**config.mk**
```make
export PLATFORM = sky130hd
export DESIGN_NAME = normalized_poly_eval
export DESIGN_NICKNAME = d
export VERILOG_FILES = /design/src/hw/rtl/npe_pkg.sv /design/src/hw/rtl/normalized_poly_eval.sv /design/src/hw/rtl/npe_ram.sv /design/src/hw/rtl/npe_div.sv /design/src/hw/rtl/npe_mul.sv
export VERILOG_INCLUDE_DIRS = /design/src /design/src/hw/rtl
export SDC_FILE = /design/constraint.sdc
export NUM_CORES = 2
export LEC_CHECK = 0
export BUFFER_PORTS_ARGS = -buffer_cell sky130_fd_sc_hd__buf_2
export CAP_MARGIN = 30
export CORE_MARGIN = 2
export CORE_UTILIZATION = 45
export DETAILED_ROUTE_END_ITERATION = 8
export PLACE_DENSITY = 0.72
export SLEW_MARGIN = 25
export SYNTH_ARGS = -nofsm -noshare
export SYNTH_HDL_FRONTEND = slang
export SYNTH_SLANG_ARGS = --single-unit
```
**constraint.sdc**
```tcl
create_clock -name clk -period 23 [get_ports clk]
set_input_delay 1.15 -clock clk [delete_from_list [all_inputs] [get_ports clk]]
set_output_delay 1.15 -clock clk [all_outputs]
set_load 0.01 [all_outputs]
```
**src/hw/rtl/normalized_poly_eval_defines.svh**
```systemverilog
// Assertion macros shared by the normalized polynomial evaluator.
`ifndef NORMALIZED_POLY_EVAL_DEFINES_SVH
`define NORMALIZED_POLY_EVAL_DEFINES_SVH

`ifndef NO_ASSERTIONS
// Same-cycle implication, checked at every rising clock edge outside reset.
`define NPE_ASSERT_IMP(lbl, ante, cons) \
    lbl: assert property (@(posedge clk) disable iff (!rst_n) (ante) |-> (cons)) \
        else $error("normalized_poly_eval: check failed");
// Next-cycle implication, checked at every rising clock edge outside reset.
`define NPE_ASSERT_NXT(lbl, ante, cons) \
    lbl: assert property (@(posedge clk) disable iff (!rst_n) (ante) |=> (cons)) \
        else $error("normalized_poly_eval: check failed");
`else
`define NPE_ASSERT_IMP(lbl, ante, cons)
`define NPE_ASSERT_NXT(lbl, ante, cons)
`endif

`endif

```
**src/hw/rtl/npe_pkg.sv**
```systemverilog
// Types, constants and helpers for the normalized polynomial evaluator.
`default_nettype none

package npe_pkg;

    localparam int MAX_TERMS  = 16;
    localparam int FRAC_BITS  = 16;
    localparam int WORD_W     = 32;
    localparam int ORDER_W    = 4;
    localparam int ADDR_W     = (MAX_TERMS > 1) ? $clog2(MAX_TERMS) : 1;
    localparam int DIFF_W     = WORD_W + 1;
    localparam int DVD_W      = DIFF_W + FRAC_BITS;
    localparam int DVD_CNT_W  = $clog2(DVD_W);
    localparam int APB_ADDR_W = 4;

    localparam logic signed [WORD_W-1:0] Q_ONE    = WORD_W'(64'd1 << FRAC_BITS);
    localparam logic signed [WORD_W-1:0] WORD_MAX = 32'sh7FFF_FFFF;
    localparam logic signed [WORD_W-1:0] WORD_MIN = 32'sh8000_0000;
    localparam logic signed [63:0] WIDE_MAX = 64'sh0000_0000_7FFF_FFFF;
    localparam logic signed [63:0] WIDE_MIN = -64'sh0000_0000_8000_0000;
    localparam logic signed [WORD_W-1:0] NORM_RESET = 32'sh0001_0000;

    // Register indexes on the configuration port.
    localparam logic [1:0] REG_ORDER = 2'd0;
    localparam logic [1:0] REG_MEAN  = 2'd1;
    localparam logic [1:0] REG_NORM  = 2'd2;

    // Item operations.
    localparam logic OP_EVAL  = 1'b0;
    localparam logic OP_WRITE = 1'b1;

    typedef struct packed {
        logic                     operation;
        logic signed [WORD_W-1:0] position;
        logic [ORDER_W-1:0]       coeff_index;
        logic signed [WORD_W-1:0] coeff_value;
    } item_t;

    typedef struct packed {
        logic signed [WORD_W-1:0] value;
        logic                     norm_zero;
        logic                     saturated;
    } result_t;

    // Clipped word plus the flag that says it was clipped.
    typedef struct packed {
        logic                     sat;
        logic signed [WORD_W-1:0] value;
    } word_res_t;

    typedef struct packed {
        logic                     done;
        logic                     sat;
        logic signed [WORD_W-1:0] quotient;
    } div_res_t;

    typedef enum logic [2:0] {
        ST_IDLE,
        ST_DIV,
        ST_MC,
        ST_MP,
        ST_ACC,
        ST_PWR,
        ST_DONE
    } npe_state_t;

    function automatic word_res_t clip_word(input logic signed [63:0] v);
        word_res_t r;
        if (v > WIDE_MAX)
        begin
            r.sat   = 1'b1;
            r.value = WORD_MAX;
        end
        else if (v < WIDE_MIN)
        begin
            r.sat   = 1'b1;
            r.value = WORD_MIN;
        end
        else
        begin
            r.sat   = 1'b0;
            r.value = v[WORD_W-1:0];
        end
        return r;
    endfunction

endpackage

`default_nettype wire

```
**src/hw/rtl/normalized_poly_eval.sv**
```systemverilog
// Top level of the normalized polynomial evaluator in signed Q16.16.
//
//   Port group      Handshake                      Payload
//   item            item_valid / item_ready        item   (npe_pkg::item_t)
//   result          result_valid / result_ready    result (npe_pkg::result_t)
//   configuration   psel, penable, pwrite, pready  paddr, pwdata, prdata
//
// A coefficient write gives no result.
// An evaluation first runs the divider, which retires one quotient bit a cycle
// (49 steps); then each term passes states MC, MP, ACC and PWR on the shared
// multiplier. A zero norm skips both. One item is worked on at a time.
// Reset clears control registers and coefficient valid bits; no clearing pass is needed.
// A finished result waits in the output register while the next item is taken in.
`default_nettype none

`include "normalized_poly_eval_defines.svh"

module normalized_poly_eval (
    input  wire logic                                  clk,
    input  wire logic                                  rst_n,
    input  wire logic                                  item_valid,
    output logic                                       item_ready,
    input  wire npe_pkg::item_t                        item,
    output logic                                       result_valid,
    input  wire logic                                  result_ready,
    output npe_pkg::result_t                           result,
    input  wire logic                                  psel,
    input  wire logic                                  penable,
    input  wire logic                                  pwrite,
    input  wire logic [npe_pkg::APB_ADDR_W-1:0]        paddr,
    input  wire logic [31:0]                           pwdata,
    output logic      [31:0]                           prdata,
    output logic                                       pready
);
    import npe_pkg::*;

    npe_state_t state_reg;
    npe_state_t state_next;

    logic [ORDER_W-1:0]       poly_order_reg;
    logic signed [WORD_W-1:0] mean_offset_reg;
    logic signed [WORD_W-1:0] norm_scale_reg;
    logic [MAX_TERMS-1:0]     valid_reg;

    logic [ADDR_W-1:0]        idx_reg;
    logic [ADDR_W-1:0]        last_idx_reg;
    logic signed [WORD_W-1:0] u_reg;
    logic signed [WORD_W-1:0] power_reg;
    logic signed [WORD_W-1:0] sum_reg;
    logic                     sat_reg;
    logic                     nz_reg;
    logic                     coef_ok_reg;

    result_t result_reg;
    logic    result_valid_reg;

    logic                     cfg_wr;
    logic                     item_acc;
    logic                     eval_acc;
    logic                     coef_wr;
    logic                     div_start;
    logic signed [DIFF_W-1:0] diff;
    div_res_t                 div_res;
    word_res_t                mul_res;
    logic signed [WORD_W-1:0] mul_a;
    logic signed [WORD_W-1:0] mul_b;
    logic [WORD_W-1:0]        ram_rdata;
    logic signed [WORD_W-1:0] coef;
    logic                     rd_en;
    logic [ADDR_W-1:0]        rd_addr;
    logic [ADDR_W-1:0]        wr_addr;
    logic                     last_term;
    logic                     out_free;
    logic signed [WORD_W:0]   sum_wide;
    logic                     sum_ovf;
    logic signed [WORD_W-1:0] sum_clip;

    // Configuration port.
    assign pready = 1'b1;
    assign cfg_wr = psel && penable && pwrite && pready;

    always_ff @(posedge clk or negedge rst_n)
    begin
        if (!rst_n)
        begin
            poly_order_reg  <= '0;
            mean_offset_reg <= '0;
            norm_scale_reg  <= NORM_RESET;
        end
        else if (cfg_wr)
        begin
            case (paddr[3:2])
                REG_ORDER: poly_order_reg  <= pwdata[ORDER_W-1:0];
                REG_MEAN:  mean_offset_reg <= pwdata;
                REG_NORM:  norm_scale_reg  <= pwdata;
                default:   ;
            endcase
        end
    end

    always_comb
    begin
        case (paddr[3:2])
            REG_ORDER: prdata = {{(32 - ORDER_W){1'b0}}, poly_order_reg};
            REG_MEAN:  prdata = mean_offset_reg;
            REG_NORM:  prdata = norm_scale_reg;
            default:   prdata = '0;
        endcase
    end

    // Item side.
    assign item_ready = (state_reg == ST_IDLE);
    assign item_acc   = item_valid && item_ready;
    assign eval_acc   = item_acc && (item.operation == OP_EVAL);
    assign coef_wr    = item_acc && (item.operation == OP_WRITE)
                        && (32'(item.coeff_index) < 32'(MAX_TERMS));
    assign div_start  = eval_acc && (norm_scale_reg != '0);
    assign diff       = {item.position[WORD_W-1], item.position}
                        - {mean_offset_reg[WORD_W-1], mean_offset_reg};
    assign wr_addr    = ADDR_W'(item.coeff_index);

    // The first coefficient is fetched while dividing, the next one while the
    // power product is issued.
    assign rd_en   = (state_reg == ST_DIV) || (state_reg == ST_MP);
    assign rd_addr = (state_reg == ST_MP) ? (idx_reg + ADDR_W'(1)) : idx_reg;
    assign coef    = coef_ok_reg ? $signed(ram_rdata) : '0;

    assign mul_a = power_reg;
    assign mul_b = (state_reg == ST_MC) ? coef : u_reg;

    assign last_term = (idx_reg == last_idx_reg);
    assign out_free  = !result_valid_reg || result_ready;

    assign sum_wide = {sum_reg[WORD_W-1], sum_reg} + {mul_res.value[WORD_W-1], mul_res.value};
    assign sum_ovf  = sum_wide[WORD_W] != sum_wide[WORD_W-1];
    assign sum_clip = sum_ovf ? (sum_wide[WORD_W] ? WORD_MIN : WORD_MAX)
                              : sum_wide[WORD_W-1:0];

    npe_ram #(
        .WIDTH (WORD_W),
        .DEPTH (MAX_TERMS)
    ) u_coef_ram (
        .clk   (clk),
        .we    (coef_wr),
        .waddr (wr_addr),
        .wdata (item.coeff_value),
        .re    (rd_en),
        .raddr (rd_addr),
        .rdata (ram_rdata)
    );

    npe_div u_div (
        .clk      (clk),
        .rst_n    (rst_n),
        .start    (div_start),
        .dividend (diff),
        .divisor  (norm_scale_reg),
        .res      (div_res)
    );

    npe_mul u_mul (
        .clk (clk),
        .a   (mul_a),
        .b   (mul_b),
        .res (mul_res)
    );

    always_ff @(posedge clk or negedge rst_n)
    begin
        if (!rst_n)
        begin
            state_reg <= ST_IDLE;
        end
        else
        begin
            state_reg <= state_next;
        end
    end

    always_comb
    begin
        state_next = state_reg;
        case (state_reg)
            ST_IDLE:
            begin
                if (eval_acc)
                begin
                    state_next = (norm_scale_reg == '0) ? ST_DONE : ST_DIV;
                end
            end
            ST_DIV:
            begin
                if (div_res.done)
                begin
                    state_next = ST_MC;
                end
            end
            ST_MC:   state_next = ST_MP;
            ST_MP:   state_next = ST_ACC;
            ST_ACC:  state_next = ST_PWR;
            ST_PWR:  state_next = last_term ? ST_DONE : ST_MC;
            ST_DONE:
            begin
                if (out_free)
                begin
                    state_next = ST_IDLE;
                end
            end
            default: state_next = ST_IDLE;
        endcase
    end

    // Coefficient valid bits: an entry never written reads as zero.
    always_ff @(posedge clk or negedge rst_n)
    begin
        if (!rst_n)
        begin
            valid_reg <= '0;
        end
        else if (coef_wr)
        begin
            valid_reg[wr_addr] <= 1'b1;
        end
    end

    always_ff @(posedge clk)
    begin
        if (rd_en)
        begin
            coef_ok_reg <= (32'(rd_addr) < 32'(MAX_TERMS)) && valid_reg[rd_addr];
        end

        case (state_reg)
            ST_IDLE:
            begin
                if (eval_acc)
                begin
                    idx_reg   <= '0;
                    power_reg <= Q_ONE;
                    sat_reg   <= 1'b0;
                    nz_reg    <= (norm_scale_reg == '0);
                    sum_reg   <= (norm_scale_reg == '0) ? Q_ONE : '0;
                    if (32'(poly_order_reg) >= 32'(MAX_TERMS - 1))
                    begin
                        last_idx_reg <= ADDR_W'(MAX_TERMS - 1);
                    end
                    else
                    begin
                        last_idx_reg <= ADDR_W'(poly_order_reg);
                    end
                end
            end
            ST_DIV:
            begin
                if (div_res.done)
                begin
                    u_reg   <= div_res.quotient;
                    sat_reg <= sat_reg | div_res.sat;
                end
            end
            ST_ACC:
            begin
                sum_reg <= sum_clip;
                sat_reg <= sat_reg | mul_res.sat | sum_ovf;
            end
            ST_PWR:
            begin
                // The power is only advanced when a further term follows.
                if (!last_term)
                begin
                    power_reg <= mul_res.value;
                    sat_reg   <= sat_reg | mul_res.sat;
                    idx_reg   <= idx_reg + ADDR_W'(1);
                end
            end
            default: ;
        endcase
    end

    // Output register.
    always_ff @(posedge clk or negedge rst_n)
    begin
        if (!rst_n)
        begin
            result_valid_reg <= 1'b0;
        end
        else if ((state_reg == ST_DONE) && out_free)
        begin
            result_valid_reg <= 1'b1;
        end
        else if (result_ready)
        begin
            result_valid_reg <= 1'b0;
        end
    end

    always_ff @(posedge clk)
    begin
        if ((state_reg == ST_DONE) && out_free)
        begin
            result_reg.value     <= sum_reg;
            result_reg.norm_zero <= nz_reg;
            result_reg.saturated <= sat_reg;
        end
    end

    assign result_valid = result_valid_reg;
    assign result       = result_reg;

    `NPE_ASSERT_IMP(a_norm_zero_result, result_valid && result.norm_zero, (result.value == Q_ONE) && !result.saturated)
    `NPE_ASSERT_IMP(a_div_done_in_div, div_res.done, state_reg == ST_DIV)
    `NPE_ASSERT_IMP(a_term_in_range, state_reg == ST_MC, idx_reg <= last_idx_reg)
    `NPE_ASSERT_NXT(a_eval_starts_div, div_start, state_reg == ST_DIV)

endmodule

`default_nettype wire

```
**src/hw/rtl/npe_ram.sv**
```systemverilog
// Generic single-port-write, single-port-read RAM with a registered read.
`default_nettype none

module npe_ram #(
    parameter int WIDTH = 32,
    parameter int DEPTH = 16
) (
    input  wire logic                                       clk,
    input  wire logic                                       we,
    input  wire logic [((DEPTH > 1) ? $clog2(DEPTH) : 1)-1:0] waddr,
    input  wire logic [WIDTH-1:0]                           wdata,
    input  wire logic                                       re,
    input  wire logic [((DEPTH > 1) ? $clog2(DEPTH) : 1)-1:0] raddr,
    output logic      [WIDTH-1:0]                           rdata
);

    logic [WIDTH-1:0] mem [DEPTH];
    logic [WIDTH-1:0] rdata_reg;

    always_ff @(posedge clk)
    begin
        if (we)
        begin
            mem[waddr] <= wdata;
        end
        if (re)
        begin
            rdata_reg <= mem[raddr];
        end
    end

    assign rdata = rdata_reg;

endmodule

`default_nettype wire

```
**src/hw/rtl/npe_div.sv**
```systemverilog
// Restoring divider: scaled signed difference over the norm, one quotient bit a cycle.
`default_nettype none

module npe_div (
    input  wire logic                               clk,
    input  wire logic                               rst_n,
    input  wire logic                               start,
    input  wire logic signed [npe_pkg::DIFF_W-1:0]  dividend,
    input  wire logic signed [npe_pkg::WORD_W-1:0]  divisor,
    output npe_pkg::div_res_t                       res
);
    import npe_pkg::*;

    localparam logic [DVD_CNT_W-1:0] CNT_LAST = DVD_CNT_W'(DVD_W - 1);
    localparam logic [DVD_W-1:0]     POS_LIM  = DVD_W'(64'h7FFF_FFFF);
    localparam logic [DVD_W-1:0]     NEG_LIM  = DVD_W'(64'h8000_0000);

    logic                 busy_reg;
    logic                 fin_reg;
    logic [DVD_CNT_W-1:0] cnt_reg;
    logic [DVD_W-1:0]     dvd_reg;
    logic [WORD_W:0]      rem_reg;
    logic [WORD_W-1:0]    dsr_reg;
    logic                 neg_reg;

    logic [DIFF_W-1:0] dvd_mag;
    logic [WORD_W-1:0] dsr_mag;
    logic [WORD_W:0]   rem_sh;
    logic              rem_ge;
    logic [WORD_W:0]   rem_step;

    assign dvd_mag = dividend[DIFF_W-1] ? DIFF_W'(-dividend) : dividend;
    assign dsr_mag = divisor[WORD_W-1] ? WORD_W'(-divisor) : divisor;

    assign rem_sh   = {rem_reg[WORD_W-1:0], dvd_reg[DVD_W-1]};
    assign rem_ge   = rem_sh >= {1'b0, dsr_reg};
    assign rem_step = rem_ge ? (rem_sh - {1'b0, dsr_reg}) : rem_sh;

    always_ff @(posedge clk or negedge rst_n)
    begin
        if (!rst_n)
        begin
            busy_reg <= 1'b0;
            fin_reg  <= 1'b0;
            cnt_reg  <= '0;
        end
        else
        begin
            fin_reg <= busy_reg && (cnt_reg == CNT_LAST);
            if (start)
            begin
                busy_reg <= 1'b1;
                cnt_reg  <= '0;
            end
            else if (busy_reg)
            begin
                cnt_reg <= cnt_reg + 1'b1;
                if (cnt_reg == CNT_LAST)
                begin
                    busy_reg <= 1'b0;
                end
            end
        end
    end

    // The dividend register shifts out the dividend and shifts in the quotient.
    always_ff @(posedge clk)
    begin
        if (start)
        begin
            dvd_reg <= DVD_W'(dvd_mag) << FRAC_BITS;
            rem_reg <= '0;
            dsr_reg <= dsr_mag;
            neg_reg <= dividend[DIFF_W-1] ^ divisor[WORD_W-1];
        end
        else if (busy_reg)
        begin
            rem_reg <= rem_step;
            dvd_reg <= {dvd_reg[DVD_W-2:0], rem_ge};
        end
    end

    always_comb
    begin
        res.done = fin_reg;
        if (neg_reg)
        begin
            res.sat      = dvd_reg > NEG_LIM;
            res.quotient = res.sat ? WORD_MIN : WORD_W'(-dvd_reg);
        end
        else
        begin
            res.sat      = dvd_reg > POS_LIM;
            res.quotient = res.sat ? WORD_MAX : dvd_reg[WORD_W-1:0];
        end
    end

endmodule

`default_nettype wire

```
**src/hw/rtl/npe_mul.sv**
```systemverilog
// Two-stage Q-format multiplier: exact product, then floor shift and clip.
`default_nettype none

module npe_mul (
    input  wire logic                              clk,
    input  wire logic signed [npe_pkg::WORD_W-1:0] a,
    input  wire logic signed [npe_pkg::WORD_W-1:0] b,
    output npe_pkg::word_res_t                     res
);
    import npe_pkg::*;

    logic signed [63:0] prod_reg;
    word_res_t          res_reg;

    always_ff @(posedge clk)
    begin
        prod_reg <= a * b;
        // Arithmetic shift drops the fraction bits rounding toward minus infinity.
        res_reg  <= clip_word(prod_reg >>> FRAC_BITS);
    end

    assign res = res_reg;

endmodule

`default_nettype wire
```
### After elaboration in Yosys (flattened, before gate mapping)

Memories as Yosys holds them, arrays and structs flattened. A register that Yosys moved wholly into a read port is not among the register bits.
Cells that the tools add are included.

| cells by class | value |
|---|---|
| reduce and logical (&&, ||, !) cells | 30 |
| $mul | 1 |
| $add $sub $neg | 8 |
| eq/ne operators | 15 |
| magnitude comparators | 9 |
| bitwise operators | 6 |
| multiplexer cells | 47 |

Operators by type and width:

| kind | count |
|---|---|
| 32-bit two-way mux | 10 |
| 32-bit one-hot mux with 2 select lines | 2 |
| 33-bit two-way mux | 3 |
| 49-bit two-way mux | 2 |
| 32-bit one-hot mux with 3 select lines | 1 |
| 32-bit by 32-bit multiplier with 64-bit output | 1 |
| 32-bit negator | 2 |
| 49-bit by 31-bit > comparator with 1-bit output (second input constant) | 1 |
| 49-bit by 32-bit > comparator with 1-bit output (second input constant) | 1 |
| 48-bit by 32-bit > comparator with 1-bit output (second input constant) | 1 |
| 48-bit by 32-bit less-than comparator with 1-bit output (second input constant) | 1 |
| 32-bit by 32-bit adder with 33-bit output | 1 |
| 33-bit by 32-bit >= comparator with 1-bit output | 1 |
| 33-bit negator | 1 |
| 32-bit by 32-bit subtractor with 33-bit output | 1 |
| 32-bit zero test | 1 |
| 32-bit nonzero test | 1 |
| 32-bit subtractor | 1 |
| 31-bit two-way mux | 1 |
| 3-bit one-hot mux with 7 select lines | 1 |
| 17-bit two-way mux | 1 |
| 16-bit bitwise OR | 1 |
| 3-bit two-way mux | 5 |
| 1-bit two-way mux | 12 |
| other kinds (34) | 63 |

| word-level totals | value |
|---|---|
| RAM bits | 512 |
| memories kept | 1 |
| word-level logic and storage cells | 146 |
| register bits after elaboration | 448 |

Memories:

| name | depth | bits a word | read ports | clocked after Yosys merged registers in | write ports | line | text |
|---|---|---|---|---|---|---|---|
| u_coef_ram.mem | 16 | 32 | 1 | 1 | 1 | npe_ram.sv:17 | `logic [WIDTH-1:0] mem [DEPTH];` |

### Logic depth before layout (Yosys ltp)

| depth | value |
|---|---|
| word-level depth | 6 |
| depth in mapped cells | 36 |

### Hierarchy

Synthesis repeated with hierarchy kept, for this count alone.

| unflattened totals | value |
|---|---|
| cell total of the unflattened synthesis | 7107 |
| area total of the unflattened synthesis | 80126.8 sq um |

By module, submodules not included:

| module | instances | cells each | area each (sq um) | seq. area each (sq um) |
|---|---|---|---|---|
| npe_mul | 1 | 4011 | 37923.9 | 1621.6 |
| npe_ram | 1 | 838 | 20155.6 | 16335.7 |
| normalized_poly_eval | 1 | 1232 | 13008.7 | 6437.4 |
| npe_div | 1 | 1026 | 9038.7 | 3143.0 |

### Least setup slack after synthesis

OpenSTA, ideal clock, no wires.

| timing path | value |
|---|---|
| path type | register to register |
| start | register state_reg[2] |
| end | register u_mul.prod_reg[53] |
| cell stages (with the launch flop) | 34 |
| setup time | 93 ps |
| period minus slack after synthesis | 8968 ps |
| required time | 22907 ps |
| path slack | 14032 ps |
| path buffers | 4 |
| data arrival time | 8875 ps |
| cells stage by stage | dfrtp_1 clkbuf_1 nor3b_4 clkbuf_1 clkbuf_1 nand3_1 nand2_1 clkbuf_1 nand2_1 fa_1 inv_1 fa_1 inv_1 fa_1 fa_1 inv_1 fa_1 fa_1 fa_1 inv_1 fa_1 inv_1 ha_1 a21o_1 a21o_1 a21o_1 a22oi_1 o2bb2ai_1 nor2_2 a211oi_4 a41oi_4 o21ai_4 a2111o_1 o311ai_2 |

| between the ends | value |
|---|---|
| word-level cells in the longest chain between the ends | 3 |

Ends and longest elaborated chain:

| what | line | text |
|---|---|---|
| start: declaration | normalized_poly_eval.sv:37 | `npe_state_t state_reg;` |
| start signal: assignment | normalized_poly_eval.sv:176 | `state_reg <= state_next;` |
| 3-bit by 2-bit == test with 1-bit output | normalized_poly_eval.sv:129 | `assign mul_b = (state_reg == ST_MC) ? coef : u_reg;` |
| 32-bit two-way mux | normalized_poly_eval.sv:129 |  |
| 32-bit by 32-bit multiplier with 64-bit output | npe_mul.sv:17 | `prod_reg <= a * b;` |
| end signal: assignment | npe_mul.sv:17 |  |
| end: declaration | npe_mul.sv:12 | `logic signed [63:0] prod_reg;` |

Every way passes these cells.
A chain may end at the register's enable or synchronous reset.

### Final worst setup path

| timing path | value |
|---|---|
| start | register state_reg[1] |
| end | register u_mul.prod_reg[61] |

Same word-level chain as after synthesis.

==> results.json <==
{
  "status": "completed",
  "dpl-instance-area_um2": 83000,
  "clk_latency_ns": 0.77,
  "ys_seq_elements": 976,
  "synthesis.nets": 8495,
  "slew_viol_final": 0,
  "synth_common_cells": "inv_1, fa_1, nand2_1",
  "p_leak_nw": 36.8,
  "largest_reg_flops": 512,
  "ant_nets": 0,
  "drc": 0,
  "slew_headroom_pct": 30.2,
  "place.gp.congestion": 0.889,
  "cp_common_cell": "fa_1",
  "worstPathRequired_ns": 23.64,
  "core_area_um2": 176000,
  "setup_viol": 0,
  "placementRows": 154,
  "tightest_slew_ns": 1.05,
  "syn_area_per_cell_um2": 11.3,
  "ctsHoldBuffers": 0,
  "grt_pass1_vias": 56108,
  "hold_viol_final": 0,
  "layout_min_cycle_time_ns": 10.53,
  "antenna_found_initial": 11,
  "critPathMaxFanout": 33,
  "synthCells": 7016,
  "grt_pass1_wl_mm": 319,
  "synth_most_common_cell": "inv_1",
  "vias": 52898,
  "worstSetupStartpointType": "flop",
  "finalWorstSetupSlack_ns": 12.47,
  "wirelength_mm": 201,
  "fillers": 15194,
  "numClockSinks": 976,
  "pre_cts_slack_ns": 12.51,
  "start_util_pct": 45.2,
  "wl_per_cell_um": 21.2,
  "p_per_area_nw_per_um2": 46.3,
  "die_h_um": 424,
  "ys_types": 98,
  "r2r-start": "state_reg[1]$_DFFE_PN0P_",
  "cts_resized": 0,
  "hp-class": "input port to async pin",
  "cts_tree": "done",
  "cts_setup_buffers": 0,
  "synth_area_leader_cell": "edfxtp_1",
  "grt_max_degree": 133,
  "synth-warning-count": 0,
  "critical_path.top_delay_family": "adder cells",
  "path_buf_inv": 8,
  "routed_via_density": 5.58,
  "area_growth_pct": 8.96,
  "seq_area_frac_synth_pct": 34.7,
  "end_kind": "flop",
  "rsz0062_at_grt": "false",
  "cts.path.max_buffers": 3,
  "final_cell_area_um2": 86500,
  "synth_top_area_share_pct": 28.4,
  "ioPinCount": 181,
  "final_net_count": 8529,
  "synth_area_leaders": "edfxtp_1, fa_1, inv_1",
  "cap_violations": 0,
  "synth_edf_count": 751,
  "drt_iter0_markers": 4273,
  "track_usage_pct": 22.7,
  "synthFlopType": "edfxtp_1",
  "fmax_mhz": 95.0,
  "synthArstFlopShare_pct": 9.84,
  "clk_pin_slew_worst_paths_ns": 0.06,
  "multi_input_area_um2": 46500,
  "syn-cell-area_um2": 79400,
  "grt-ovfl-total": 0,
  "regArea_um2": 27500,
  "arrival_ns": 11.17,
  "tns_ns": 0,
  "first_pass_iters": 5,
  "slowest_delay_ns": 0.91,
  "cp_slowest_cell": "fa_1",
  "dieArea_um2": 180000,
  "dpl.hpwl_mm": 138,
  "port_buffers": 177,
  "drive_above_1_share_pct": 10.5,
  "peakVddDrop_v": 0.0000903,
  "cts_made_buffers": 96,
  "finalPower_mw": 4.00,
  "htree_levels": 3,
  "path_class": "flop to flop",
  "fp.dieW_um": 424,
  "worstSetupStartpoint": "state_reg[1]$_DFFE_PN0P_",
  "cts-root-buf": "clkbuf_16",
  "period_share_pct": 45.8,
  "fin_worst_skew_ns": 0.106
}
==> stage by stage <==
step	std cells	hold slack (ns)	utilization, %
final	9480	0.374	49.2
after global routing	9475	0.394	49.2
after CTS	9465	0.340	49.1
after detailed placement	9285	0.391	47.2
after global placement	9283	0.382	47.2
after floorplan	7016	0.400	-
==> area by class of cell <==
class                           count  share of cell area, %
Antenna cell                        8                 0.0231
Clock inverter                     49                  0.675
Inverter                         1164                   5.05
Clock buffer                      131                   3.19
Sequential cell                   976                   31.8
Multi-Input combinational cell   4527                   53.7
Timing Repair Buffer              285                   2.13
Tap cell                         2340                   3.38
==> kinds of logic after synthesis <==
kind of cell | synth area share, %
adder cells (fa/ha/maj) | 31.8
flip-flops | 34.7
other | 0.00472
AO/OA/AOI/OAI | 6.30
buffers and inverters | 7.17
XOR/XNOR | 2.14
AND/OR/NAND/NOR | 12.1
multiplexers | 5.81
==> placed cells by master (no fill, tap or decap), types with 58 or more instances in the layout <==
master | synthesis | routed
fa_1 | 1084 | 1084
a21o_1 | 77 | 77
dfxtp_1 | 129 | 129
nor2b_1 | 168 | 164
nand3_1 | 105 | 104
and2_1 | 400 | 400
o21ai_0 | 218 | 216
a21oi_1 | 205 | 200
dfrtp_1 | 95 | 93
buf_2 | 2 | 177
edfxtp_1 | 751 | 751
buf_4 | 1 | 98
nand2_1 | 762 | 751
ha_1 | 283 | 283
clkbuf_16 | 0 | 100
nor2_1 | 201 | 189
xor2_1 | 59 | 58
xnor2_1 | 135 | 133
inv_1 | 1161 | 1161
mux4_2 | 165 | 165
==> path summary, 6_finish.rpt <==
path | to | cells past startpoint | slack, ns
worst max-delay path | u_mul.prod_reg[61]$_DFF_P_ | 32 | 12.47
worst min-delay path | valid_reg[5]$_DFFE_PN0P_ | 1 | 0.37
worst max register to register | u_mul.prod_reg[61]$_DFF_P_ | 32 | 12.47
worst min register to register | u_mul.res[27]$_SDFF_PN1_ | 2 | 0.38
max in group asynchronous | u_div.busy_reg$_DFF_PN0_ | 2 | 21.31
min in group clk | u_mul.res[27]$_SDFF_PN1_ | 2 | 0.38
==> routing by layer <==
metal / share of wire (%) / wire, µm / GRT usage (%)
met5: 0.044 / 88 / 0
met4: 4.1 / 8310 / 9.16
met3: 7.3 / 14600 / 3.59
met2: 51 / 102000 / 39.1
met1: 38 / 76500 / 28.8
==> report_power, final <==
part | switching (mW) | total, mW | leakage [nW] | internal [mW]
registers | 0.0366 | 1.96 | 8.90 | 1.93
clock network | 0.709 | 1.63 | 1.63 | 0.921
logic | 0.245 | 0.409 | 26.3 | 0.164
Note: power is estimated with default switching activity, not from simulation.
